==> src/sv/ast_pkg.sv <==
// ----------------------------------------------------------------------------
// ast_pkg - shared types for the array set table
// Operation codes and the control word that the top level sends to every cell.
// ----------------------------------------------------------------------------
`default_nettype none

package ast_pkg;

	typedef enum logic [1:0] {
		OP_INSERT = 2'd0,
		OP_DELETE = 2'd1,
		OP_QUERY  = 2'd2
	} op_t;

	typedef struct packed {
		logic capture;    // compare the key against the stored word
		logic load_token; // start a shift-down wave at the matching cell
		logic step;       // one shift-down step along the chain
	} cell_ctrl_t;

endpackage

`default_nettype wire

==> src/sv/array_set_table.sv <==
// Query and insert give their result word after the compare and decide steps;
// a delete that hits entry p of n held items also walks a token from p to the tail.
// A new request is taken only once the last result word is out and busy is low;
// a delete is paced by the token walking one cell per cycle down the chain.
// Reset clears the count, so the set is empty at once; no clearing pass.
// done strobes for one cycle and the receiver cannot stall.
// ----------------------------------------------------------------------------
// array_set_table - set of distinct items kept in order of arrival
// A chain of cells holds the packed store; insert appends, delete shifts the
// tail down one cell at a time, query only looks.
// ----------------------------------------------------------------------------
`default_nettype none

module array_set_table #(
	parameter int CAPACITY   = 64,
	parameter int ITEM_WIDTH = 8
) (
	input  wire                                clk,
	input  wire                                arst_n,
	input  wire                                start,
	input  wire logic [1:0]                    operation,
	input  wire logic [ITEM_WIDTH-1:0]         item_value,
	output logic                               busy,
	output logic                               done,
	output logic                               was_present,
	output logic                               full_refused,
	output logic [$clog2(CAPACITY+1)-1:0]      element_count
);

	localparam int CW = $clog2(CAPACITY + 1);

	typedef enum logic [2:0] {
		ST_IDLE   = 3'b001,
		ST_DECIDE = 3'b010,
		ST_SHIFT  = 3'b100
	} state_t;

	state_t                state_q;
	logic [1:0]            op_q;
	logic [ITEM_WIDTH-1:0] key_q;
	logic [CW-1:0]         count_q;
	logic                  done_q;
	logic                  was_present_q;
	logic                  full_refused_q;
	logic [CW-1:0]         element_count_q;

	ast_pkg::cell_ctrl_t   ctrl;
	logic [ITEM_WIDTH-1:0] key_bus;
	logic                  accept;
	logic                  insert_go;
	logic                  present;
	logic                  full;
	logic                  finish;

	logic [ITEM_WIDTH-1:0] value_vec [CAPACITY];
	logic [ITEM_WIDTH-1:0] next_vec  [CAPACITY];
	logic [CAPACITY-1:0]   valid_vec;
	logic [CAPACITY-1:0]   last_vec;
	logic [CAPACITY-1:0]   wr_vec;
	logic [CAPACITY-1:0]   hit_vec;
	logic [CAPACITY-1:0]   token_vec;
	logic [CAPACITY-1:0]   token_in_vec;

	assign accept  = start && (state_q == ST_IDLE);
	// compare against the incoming word at accept, write the latched one later
	assign key_bus = (state_q == ST_IDLE) ? item_value : key_q;
	assign present = |hit_vec;
	assign full    = (count_q == CW'(CAPACITY));
	// the token drops out of sight once it sits in the last valid cell
	assign finish  = (state_q == ST_SHIFT) && !(|token_vec);
	assign insert_go = (state_q == ST_DECIDE) && (op_q == ast_pkg::OP_INSERT)
		&& !present && !full;

	assign ctrl.capture    = accept;
	assign ctrl.load_token = (state_q == ST_DECIDE) && (op_q == ast_pkg::OP_DELETE) && present;
	assign ctrl.step       = (state_q == ST_SHIFT);

	for (genvar i = 0; i < CAPACITY; i++) begin : g_cell
		assign valid_vec[i] = (CW'(i) < count_q);
		assign last_vec[i]  = (count_q == CW'(i + 1));
		assign wr_vec[i]    = insert_go && (count_q == CW'(i));

		if (i == CAPACITY - 1) begin : g_end
			assign next_vec[i] = '0;
		end else begin : g_mid
			assign next_vec[i] = value_vec[i + 1];
		end

		if (i == 0) begin : g_head
			assign token_in_vec[i] = 1'b0;
		end else begin : g_link
			assign token_in_vec[i] = token_vec[i - 1] && !last_vec[i - 1];
		end

		ast_cell #(
			.ITEM_WIDTH(ITEM_WIDTH)
		) u_cell (
			.clk       (clk),
			.arst_n    (arst_n),
			.ctrl      (ctrl),
			.key       (key_bus),
			.next_value(next_vec[i]),
			.valid     (valid_vec[i]),
			.last      (last_vec[i]),
			.wr_en     (wr_vec[i]),
			.token_in  (token_in_vec[i]),
			.value     (value_vec[i]),
			.hit       (hit_vec[i]),
			.token_out (token_vec[i])
		);
	end

	always_ff @(posedge clk) begin
		if (accept) begin
			op_q  <= operation;
			key_q <= item_value;
		end
	end

	always_ff @(posedge clk or negedge arst_n) begin
		if (!arst_n) begin
			state_q         <= ST_IDLE;
			count_q         <= '0;
			done_q          <= 1'b0;
			was_present_q   <= 1'b0;
			full_refused_q  <= 1'b0;
			element_count_q <= '0;
		end else begin
			done_q <= 1'b0;
			unique case (state_q)
				ST_IDLE: begin
					if (accept) begin
						state_q <= ST_DECIDE;
					end
				end
				ST_DECIDE: begin
					was_present_q   <= present;
					full_refused_q  <= 1'b0;
					element_count_q <= count_q;
					unique case (op_q)
						ast_pkg::OP_INSERT: begin
							done_q         <= 1'b1;
							state_q        <= ST_IDLE;
							full_refused_q <= !present && full;
							if (insert_go) begin
								count_q         <= count_q + CW'(1);
								element_count_q <= count_q + CW'(1);
							end
						end
						ast_pkg::OP_DELETE: begin
							if (present) begin
								state_q <= ST_SHIFT;
							end else begin
								done_q  <= 1'b1;
								state_q <= ST_IDLE;
							end
						end
						ast_pkg::OP_QUERY: begin
							done_q  <= 1'b1;
							state_q <= ST_IDLE;
						end
						default: begin
							done_q  <= 1'b1;
							state_q <= ST_IDLE;
						end
					endcase
				end
				ST_SHIFT: begin
					if (finish) begin
						done_q          <= 1'b1;
						state_q         <= ST_IDLE;
						count_q         <= count_q - CW'(1);
						element_count_q <= count_q - CW'(1);
						was_present_q   <= 1'b1;
						full_refused_q  <= 1'b0;
					end
				end
				default: begin
					state_q <= ST_IDLE;
				end
			endcase
		end
	end

	assign busy          = (state_q != ST_IDLE);
	assign done          = done_q;
	assign was_present   = was_present_q;
	assign full_refused  = full_refused_q;
	assign element_count = element_count_q;

	a_done_idle: assert property (@(posedge clk) disable iff (!arst_n)
		done |-> !busy)
		else $error("result word while still busy");

	a_refused_full: assert property (@(posedge clk) disable iff (!arst_n)
		done && full_refused |-> element_count == CW'(CAPACITY))
		else $error("insert refused with room left");

	a_single_hit: assert property (@(posedge clk) disable iff (!arst_n)
		state_q == ST_DECIDE |-> $onehot0(hit_vec))
		else $error("duplicate item in store");

	a_single_token: assert property (@(posedge clk) disable iff (!arst_n)
		$onehot0(token_vec))
		else $error("more than one delete token");

	a_shift_count: assert property (@(posedge clk) disable iff (!arst_n)
		finish |=> count_q == $past(count_q) - CW'(1))
		else $error("count not lowered after delete");

endmodule

`default_nettype wire

==> src/sv/ast_cell.sv <==
// ----------------------------------------------------------------------------
// ast_cell - one storage cell of the set chain
// Holds one word, compares it with the key and moves its right neighbor's
// word in while the delete token passes through.
// ----------------------------------------------------------------------------
`default_nettype none

module ast_cell #(
	parameter int ITEM_WIDTH = 8
) (
	input  wire                        clk,
	input  wire                        arst_n,
	input  wire ast_pkg::cell_ctrl_t   ctrl,
	input  wire logic [ITEM_WIDTH-1:0] key,
	input  wire logic [ITEM_WIDTH-1:0] next_value,
	input  wire logic                  valid,
	input  wire logic                  last,
	input  wire logic                  wr_en,
	input  wire logic                  token_in,
	output logic [ITEM_WIDTH-1:0]      value,
	output logic                       hit,
	output logic                       token_out
);

	logic [ITEM_WIDTH-1:0] value_q;
	logic                  hit_q;
	logic                  token_q;

	always_ff @(posedge clk) begin
		if (wr_en) begin
			value_q <= key;
		end else if (ctrl.step && token_q && !last) begin
			value_q <= next_value;
		end
	end

	always_ff @(posedge clk or negedge arst_n) begin
		if (!arst_n) begin
			hit_q   <= 1'b0;
			token_q <= 1'b0;
		end else begin
			if (ctrl.capture) begin
				hit_q <= valid && (value_q == key);
			end
			if (ctrl.load_token) begin
				token_q <= hit_q;
			end else if (ctrl.step) begin
				token_q <= token_in;
			end
		end
	end

	assign value     = value_q;
	assign hit       = hit_q;
	// the last valid cell swallows the token
	assign token_out = token_q && !last;

endmodule

`default_nettype wire
==> config.mk <==
export PLATFORM = sky130hd
export DESIGN_NAME = array_set_table
export DESIGN_NICKNAME = d
export VERILOG_FILES = /design/src/sv/ast_pkg.sv /design/src/sv/array_set_table.sv /design/src/sv/ast_cell.sv
export SDC_FILE = /design/constraint.sdc
export NUM_CORES = 2
export LEC_CHECK = 0
export CAP_MARGIN = 20
export CORE_MARGIN = 3
export CORE_UTILIZATION = 40
export CTS_BUF_LIST = sky130_fd_sc_hd__clkbuf_8 sky130_fd_sc_hd__clkbuf_16
export DETAILED_ROUTE_END_ITERATION = 12
export DONT_BUFFER_PORTS = 1
export GPL_TIMING_DRIVEN = 1
export PLACE_DENSITY = 0.56
export SKIP_CTS_REPAIR_TIMING = 1
export SYNTH_ARGS = -nofsm -noshare
export SYNTH_HDL_FRONTEND = slang
export SYNTH_SLANG_ARGS = --single-unit
==> constraint.sdc <==
create_clock -name clk -period 7.82 [get_ports clk]
set_input_delay 0.391 -clock clk [delete_from_list [all_inputs] [get_ports clk]]
set_output_delay 0.391 -clock clk [all_outputs]
set_load 0.005 [all_outputs]
# Yosys cells after proc, flatten, opt, wreduce, memory -nomap -nowiden
# Cells that the tools add are included.
# op_classes
addsub	2
order_cmp	64
eq_ne	137
mux	275
n_reduce_logical	530
# op_table
operator	count
2-to-1 mux 8 bit	129
equality test 8 bit	64
logical AND 1 bit	391
equality test 7 x 6 -> 1 bit, second input constant	32
less-than comparator 6 x 7 -> 1 bit, first input constant	32
2-to-1 mux 1 bit	134
nonzero test 2 bit	66
OR reduction 64 bit	2
equality test 7 x 5 -> 1 bit, second input constant	16
less-than comparator 5 x 7 -> 1 bit, first input constant	16
zero test 1 bit	66
equality test 7 x 4 -> 1 bit, second input constant	8
less-than comparator 4 x 7 -> 1 bit, first input constant	8
equality test 7 x 3 -> 1 bit, second input constant	4
less-than comparator 3 x 7 -> 1 bit, first input constant	4
2-to-1 mux 7 bit	3
equality test 7 x 2 -> 1 bit, second input constant	2
less-than comparator 1 x 7 -> 1 bit, first input constant	2
less-than comparator 2 x 7 -> 1 bit, first input constant	2
one-hot mux 7 bit (2 select lines)	1
2-to-1 mux 3 bit	4
one-hot mux 3 bit (3 select lines)	1
adder 7 x 1 -> 7 bit, second input constant	1
equality test 7 x 1 -> 1 bit, second input constant	1
14 further kinds	19
# totals
register_bits	663
inputBits	13
output_inout_bits	11
word_cells	1207

# Longest topological paths before layout
# logic_depth
depth_word	8
depth_mapped	13
ltp_nobuf	9

# By module
# Synthesis repeated with hierarchy kept, for this count alone.
# unflattened
cells_unflattened	2880
hier_area_um2	36949.2
# modules_own_cells
module	instances	cells_each	area_per_inst_um2	seq_area_each_um2
ast_cell	64	37	524.3	290.3
array_set_table	1	512	3397.0	626.9

# Worst setup path before layout
# OpenSTA, ideal clock, no wires.
# synth_path
path_kind	reg-to-reg
from	register element_count[1] (netlist name)
to	register g_cell[13].u_cell.value_q[0] (enable)
setup_ps	357
arrival_ps	2927
required_time_ps	7463
setup_slack_ps	4536
stages_incl_launch_ff	13
path_buffers	5
period_less_slack_ps	3284
path_cell_list	dfrtp_1 clkbuf_1 clkbuf_1 inv_1 ha_1 nand2_1 or4_1 nand4_1 clkbuf_1 or2_2 clkbuf_1 clkbuf_1 o21ai_0
# synth_lines
element	line	source
end signal, assigned	ast_cell.sv:31	value_q <= key;
end signal, assigned	ast_cell.sv:33	value_q <= next_value;
end, declared	ast_cell.sv:25	logic [ITEM_WIDTH-1:0] value_q;

# Final worst setup path
# layout_path
from	register g_cell[34].u_cell.hit_q
to	register g_cell[25].u_cell.value_q[1] (enable)
# layout_between
elab_chain_cells	6
# layout_lines
element	line	source
start, declared	ast_cell.sv:26	logic hit_q;
start signal, assigned	ast_cell.sv:43	hit_q <= valid && (value_q == key);
OR reduction 64 bit	array_set_table.sv:67	assign present = |hit_vec;
zero test 1 bit	array_set_table.sv:72	&& !present && !full;
logical AND 1 bit (2 in series)	array_set_table.sv:72	
logical AND 1 bit	array_set_table.sv:81	assign wr_vec[i] = insert_go && (count_q == CW'(i));
nonzero test 2 bit (no source line)	n/a	
end signal, assigned	ast_cell.sv:31	
end signal, assigned	ast_cell.sv:33	
end, declared	ast_cell.sv:25	
# No other way between the ends.
# A chain may end at the register's enable or synchronous reset.

==> results.json <==
{
  "seqCellArea_um2": 19200,
  "cpMostUsedCell": "nand4_1",
  "drive_gt1_frac": 0.0700,
  "hold_violations": 0,
  "routed-via-count": 26600,
  "yosysMostFrequentCell": "o21ai_0",
  "cp_data_arrival_time_ns": 5.42,
  "ys_async_sr_fraction": 0.213,
  "drv_cap": 0,
  "crit_family": "simple AND/OR/NAND/NOR gates",
  "antenna_found_initial": 5,
  "gp_congestion": 0.942,
  "insertion_delay_ns": 0.64,
  "cp-end-kind": "register",
  "fmax_mhz": 197,
  "grt_max_degree": 142,
  "hp-class": "input pin to register",
  "numClockSinks": 663,
  "yosys.area.top_type": "edfxtp_1",
  "wl_um": 111000,
  "maxSlewHeadroom": 0.180,
  "clockRootBuffer": "clkbuf_16",
  "gr-total-overflow": 0,
  "cp_slowest_cell": "or4_1",
  "path_cells": "nor4_1 -> nand4_1 -> nor4_4 -> nand4_1 -> or4_1 -> o21ai_0 -> buf_2",
  "synth_top_area_share": 0.447,
  "synth_cells": 3471,
  "dp_hpwl_um": 75000,
  "critical_path_peak_fanout": 17,
  "crit_buf_inv": 1,
  "synth.area.top_cells": "edfxtp_1 45%, dfrtp_1 10%, o21ai_0 9.8%",
  "syn_avg_cell_area_um2": 10.1,
  "cts_buffers": 77,
  "crit_type": "register to register",
  "area_growth_pct": 10.6,
  "ys_types": 76,
  "syn-num-nets": 3490,
  "wire_per_inst_um": 24.2,
  "routed_via_density": 5.82,
  "layout.nets": 3388,
  "skew_ns": 0.0242,
  "outcome": "complete, no violations",
  "drt-pass1-iter-count": 6,
  "ys_ff_latch": 663,
  "grt_pass1_wl_um": 166000,
  "irDropWorstVdd_v": 0.000167,
  "tightestPinTransition_ns": 1.22,
  "drc": 0,
  "clockBufferDepth": 3,
  "synthTopCellsByCount": "683 x o21ai_0, 657 x nand2_1, 522 x edfxtp_1, 321 x xnor2_1, 202 x clkbuf_1",
  "die_height_um": 302,
  "core-area_um2": 85900,
  "ios": 24,
  "rsz0062_at_grt": "no",
  "ys_warn_count": 0,
  "p_leak_nw": 14.2,
  "tritoncts": "built",
  "htreeDepth": 3,
  "initial_utilization": 0.408,
  "path_clk_slew_ns": 0.06,
  "drtIter0Drc": 2790,
  "track_usage": 0.240,
  "required_ns": 8.16,
  "synth-main-ff-cell": "edfxtp_1",
  "fp-row-count": 107,
  "power_mw": 8.62,
  "p_per_area_nw_per_um2": 222,
  "min_period_over_period": 0.650,
  "synth-edff-count": 522,
  "die-area_um2": 91200,
  "yosysSeqAreaShare": 0.548,
  "layout_min_cycle_time_ns": 5.08,
  "finalSetupViolations": 0,
  "die_w_um": 302,
  "port-buffer-count": 0,
  "max_stage_delay_ns": 1.06,
  "final_antenna_net_count": 0,
  "grt_pass1_vias": 25200,
  "multi_input_area_um2": 14800,
  "fillers": 8134,
  "netlist_area_um2": 35000,
  "slew_violations": 0,
  "critPathLaunchType": "register",
  "fin_setup_tns_ns": 0
}
## power breakdown
part           switching, mW  internal, mW  total [mW]
clock                   1.50          2.02        3.52
sequential            0.0467          3.78        3.83
combinational          0.922         0.344        1.27
## stage by stage
step / worst slack [ns] / cell area, um^2 / std cells / util / hold WS (ns)
after global routing: 2.71 / 38700 / 4574 / 0.451 / 0.269
after global placement: 2.93 / 36000 / 4386 / 0.418 / 0.115
after CTS: 2.91 / 38400 / 4529 / 0.447 / -0.569
after detailed placement: 2.91 / 36000 / 4389 / 0.419 / 0.115
final: 2.74 / 38700 / 4575 / 0.451 / 0.260
after floorplan: 4.54 / 35000 / 3471 / - / 0.0954
## final cells by class
type	instances	share of cell area
Multi-Input combinational cell	2515	0.382
Clock inverter	60	0.0122
Timing Repair Buffer	100	0.0216
Tap cell	1144	0.0369
Clock buffer	80	0.0508
Inverter	12	0.00116
Sequential cell	663	0.496
Antenna cell	1	0.0000646
## registers in the layout, summed over array words and instances, names as in the netlist
signal                 cells
done                       1
element_count              7
g_cell.u_cell.hit         64
state_q                    3
was_present                1
g_cell.u_cell.value      512
op_q                       2
key_q                      8
full_refused               1
g_cell.u_cell.token_q     64
## per-layer routing
metal,vias to the layer above,global-route usage,wire length (um)
met5,-,0,23
met3,266,0.0454,9170
met2,1065,0.369,49000
li1,12200,-,-
met1,13100,0.333,47800
met4,4,0.101,4750
## worst reg2reg max path, cell delays in order (launching register included)
cell and delay (ns):
dfrtp_1 0.39, nor4_1 0.90, nand4_1 0.40, nor4_4 0.53, nand4_1 0.94, or4_1 1.07, o21ai_0 0.29, buf_2 0.28
## placed cells by master, fill, tap and decap left out, types with 10 or more instances in the layout
| cell | Yosys | routed |
|---|---|---|
| nand2_1 | 657 | 655 |
| a21oi_1 | 76 | 76 |
| a32o_1 | 23 | 23 |
| clkbuf_4 | 0 | 10 |
| o2111ai_1 | 30 | 30 |
| nor3_1 | 37 | 37 |
| o21ai_1 | 6 | 10 |
| nor2_1 | 82 | 82 |
| dlygate4sd3_1 | 0 | 11 |
| or3_1 | 15 | 15 |
| clkinv_1 | 1 | 12 |
| nand4_1 | 35 | 35 |
| xor2_1 | 187 | 187 |
| a21o_1 | 14 | 14 |
| clkbuf_16 | 0 | 77 |
| inv_1 | 11 | 36 |
| edfxtp_1 | 522 | 522 |
| dfrtp_1 | 140 | 139 |
| buf_2 | 39 | 23 |
| nor4_1 | 79 | 79 |
| o31ai_1 | 11 | 11 |
| nand3_1 | 92 | 92 |
| o21ai_0 | 683 | 679 |
| buf_4 | 6 | 46 |
| clkinv_2 | 0 | 11 |
| xnor2_1 | 321 | 321 |
## worst paths after layout
check	cells past startpoint	start	to	slack [ns]
min	3	item_value[3]	g_cell[0].u_cell.value[3]	0.26
min reg2reg	2	g_cell[52].u_cell.hit	g_cell[52].u_cell.token_q	0.51
min in group asynchronous	2	arst_n	g_cell[37].u_cell.hit	0.47
max reg2reg	7	g_cell[34].u_cell.hit	g_cell[25].u_cell.value[1]	2.74
max in group asynchronous	2	arst_n	g_cell[58].u_cell.token_q	6.72
max	7	g_cell[34].u_cell.hit	g_cell[25].u_cell.value[1]	2.74
## logic make-up after synthesis
family                   synth area share
multiplexers                      0.00350
AO/OA/AOI/OAI                       0.142
XOR/XNOR                            0.127
buffers and inverters              0.0339
adder cells (fa/ha/maj)           0.00214
flip-flops                          0.548
AND/OR/NAND/NOR                     0.143
Note: power is estimated with default switching activity, not from simulation.
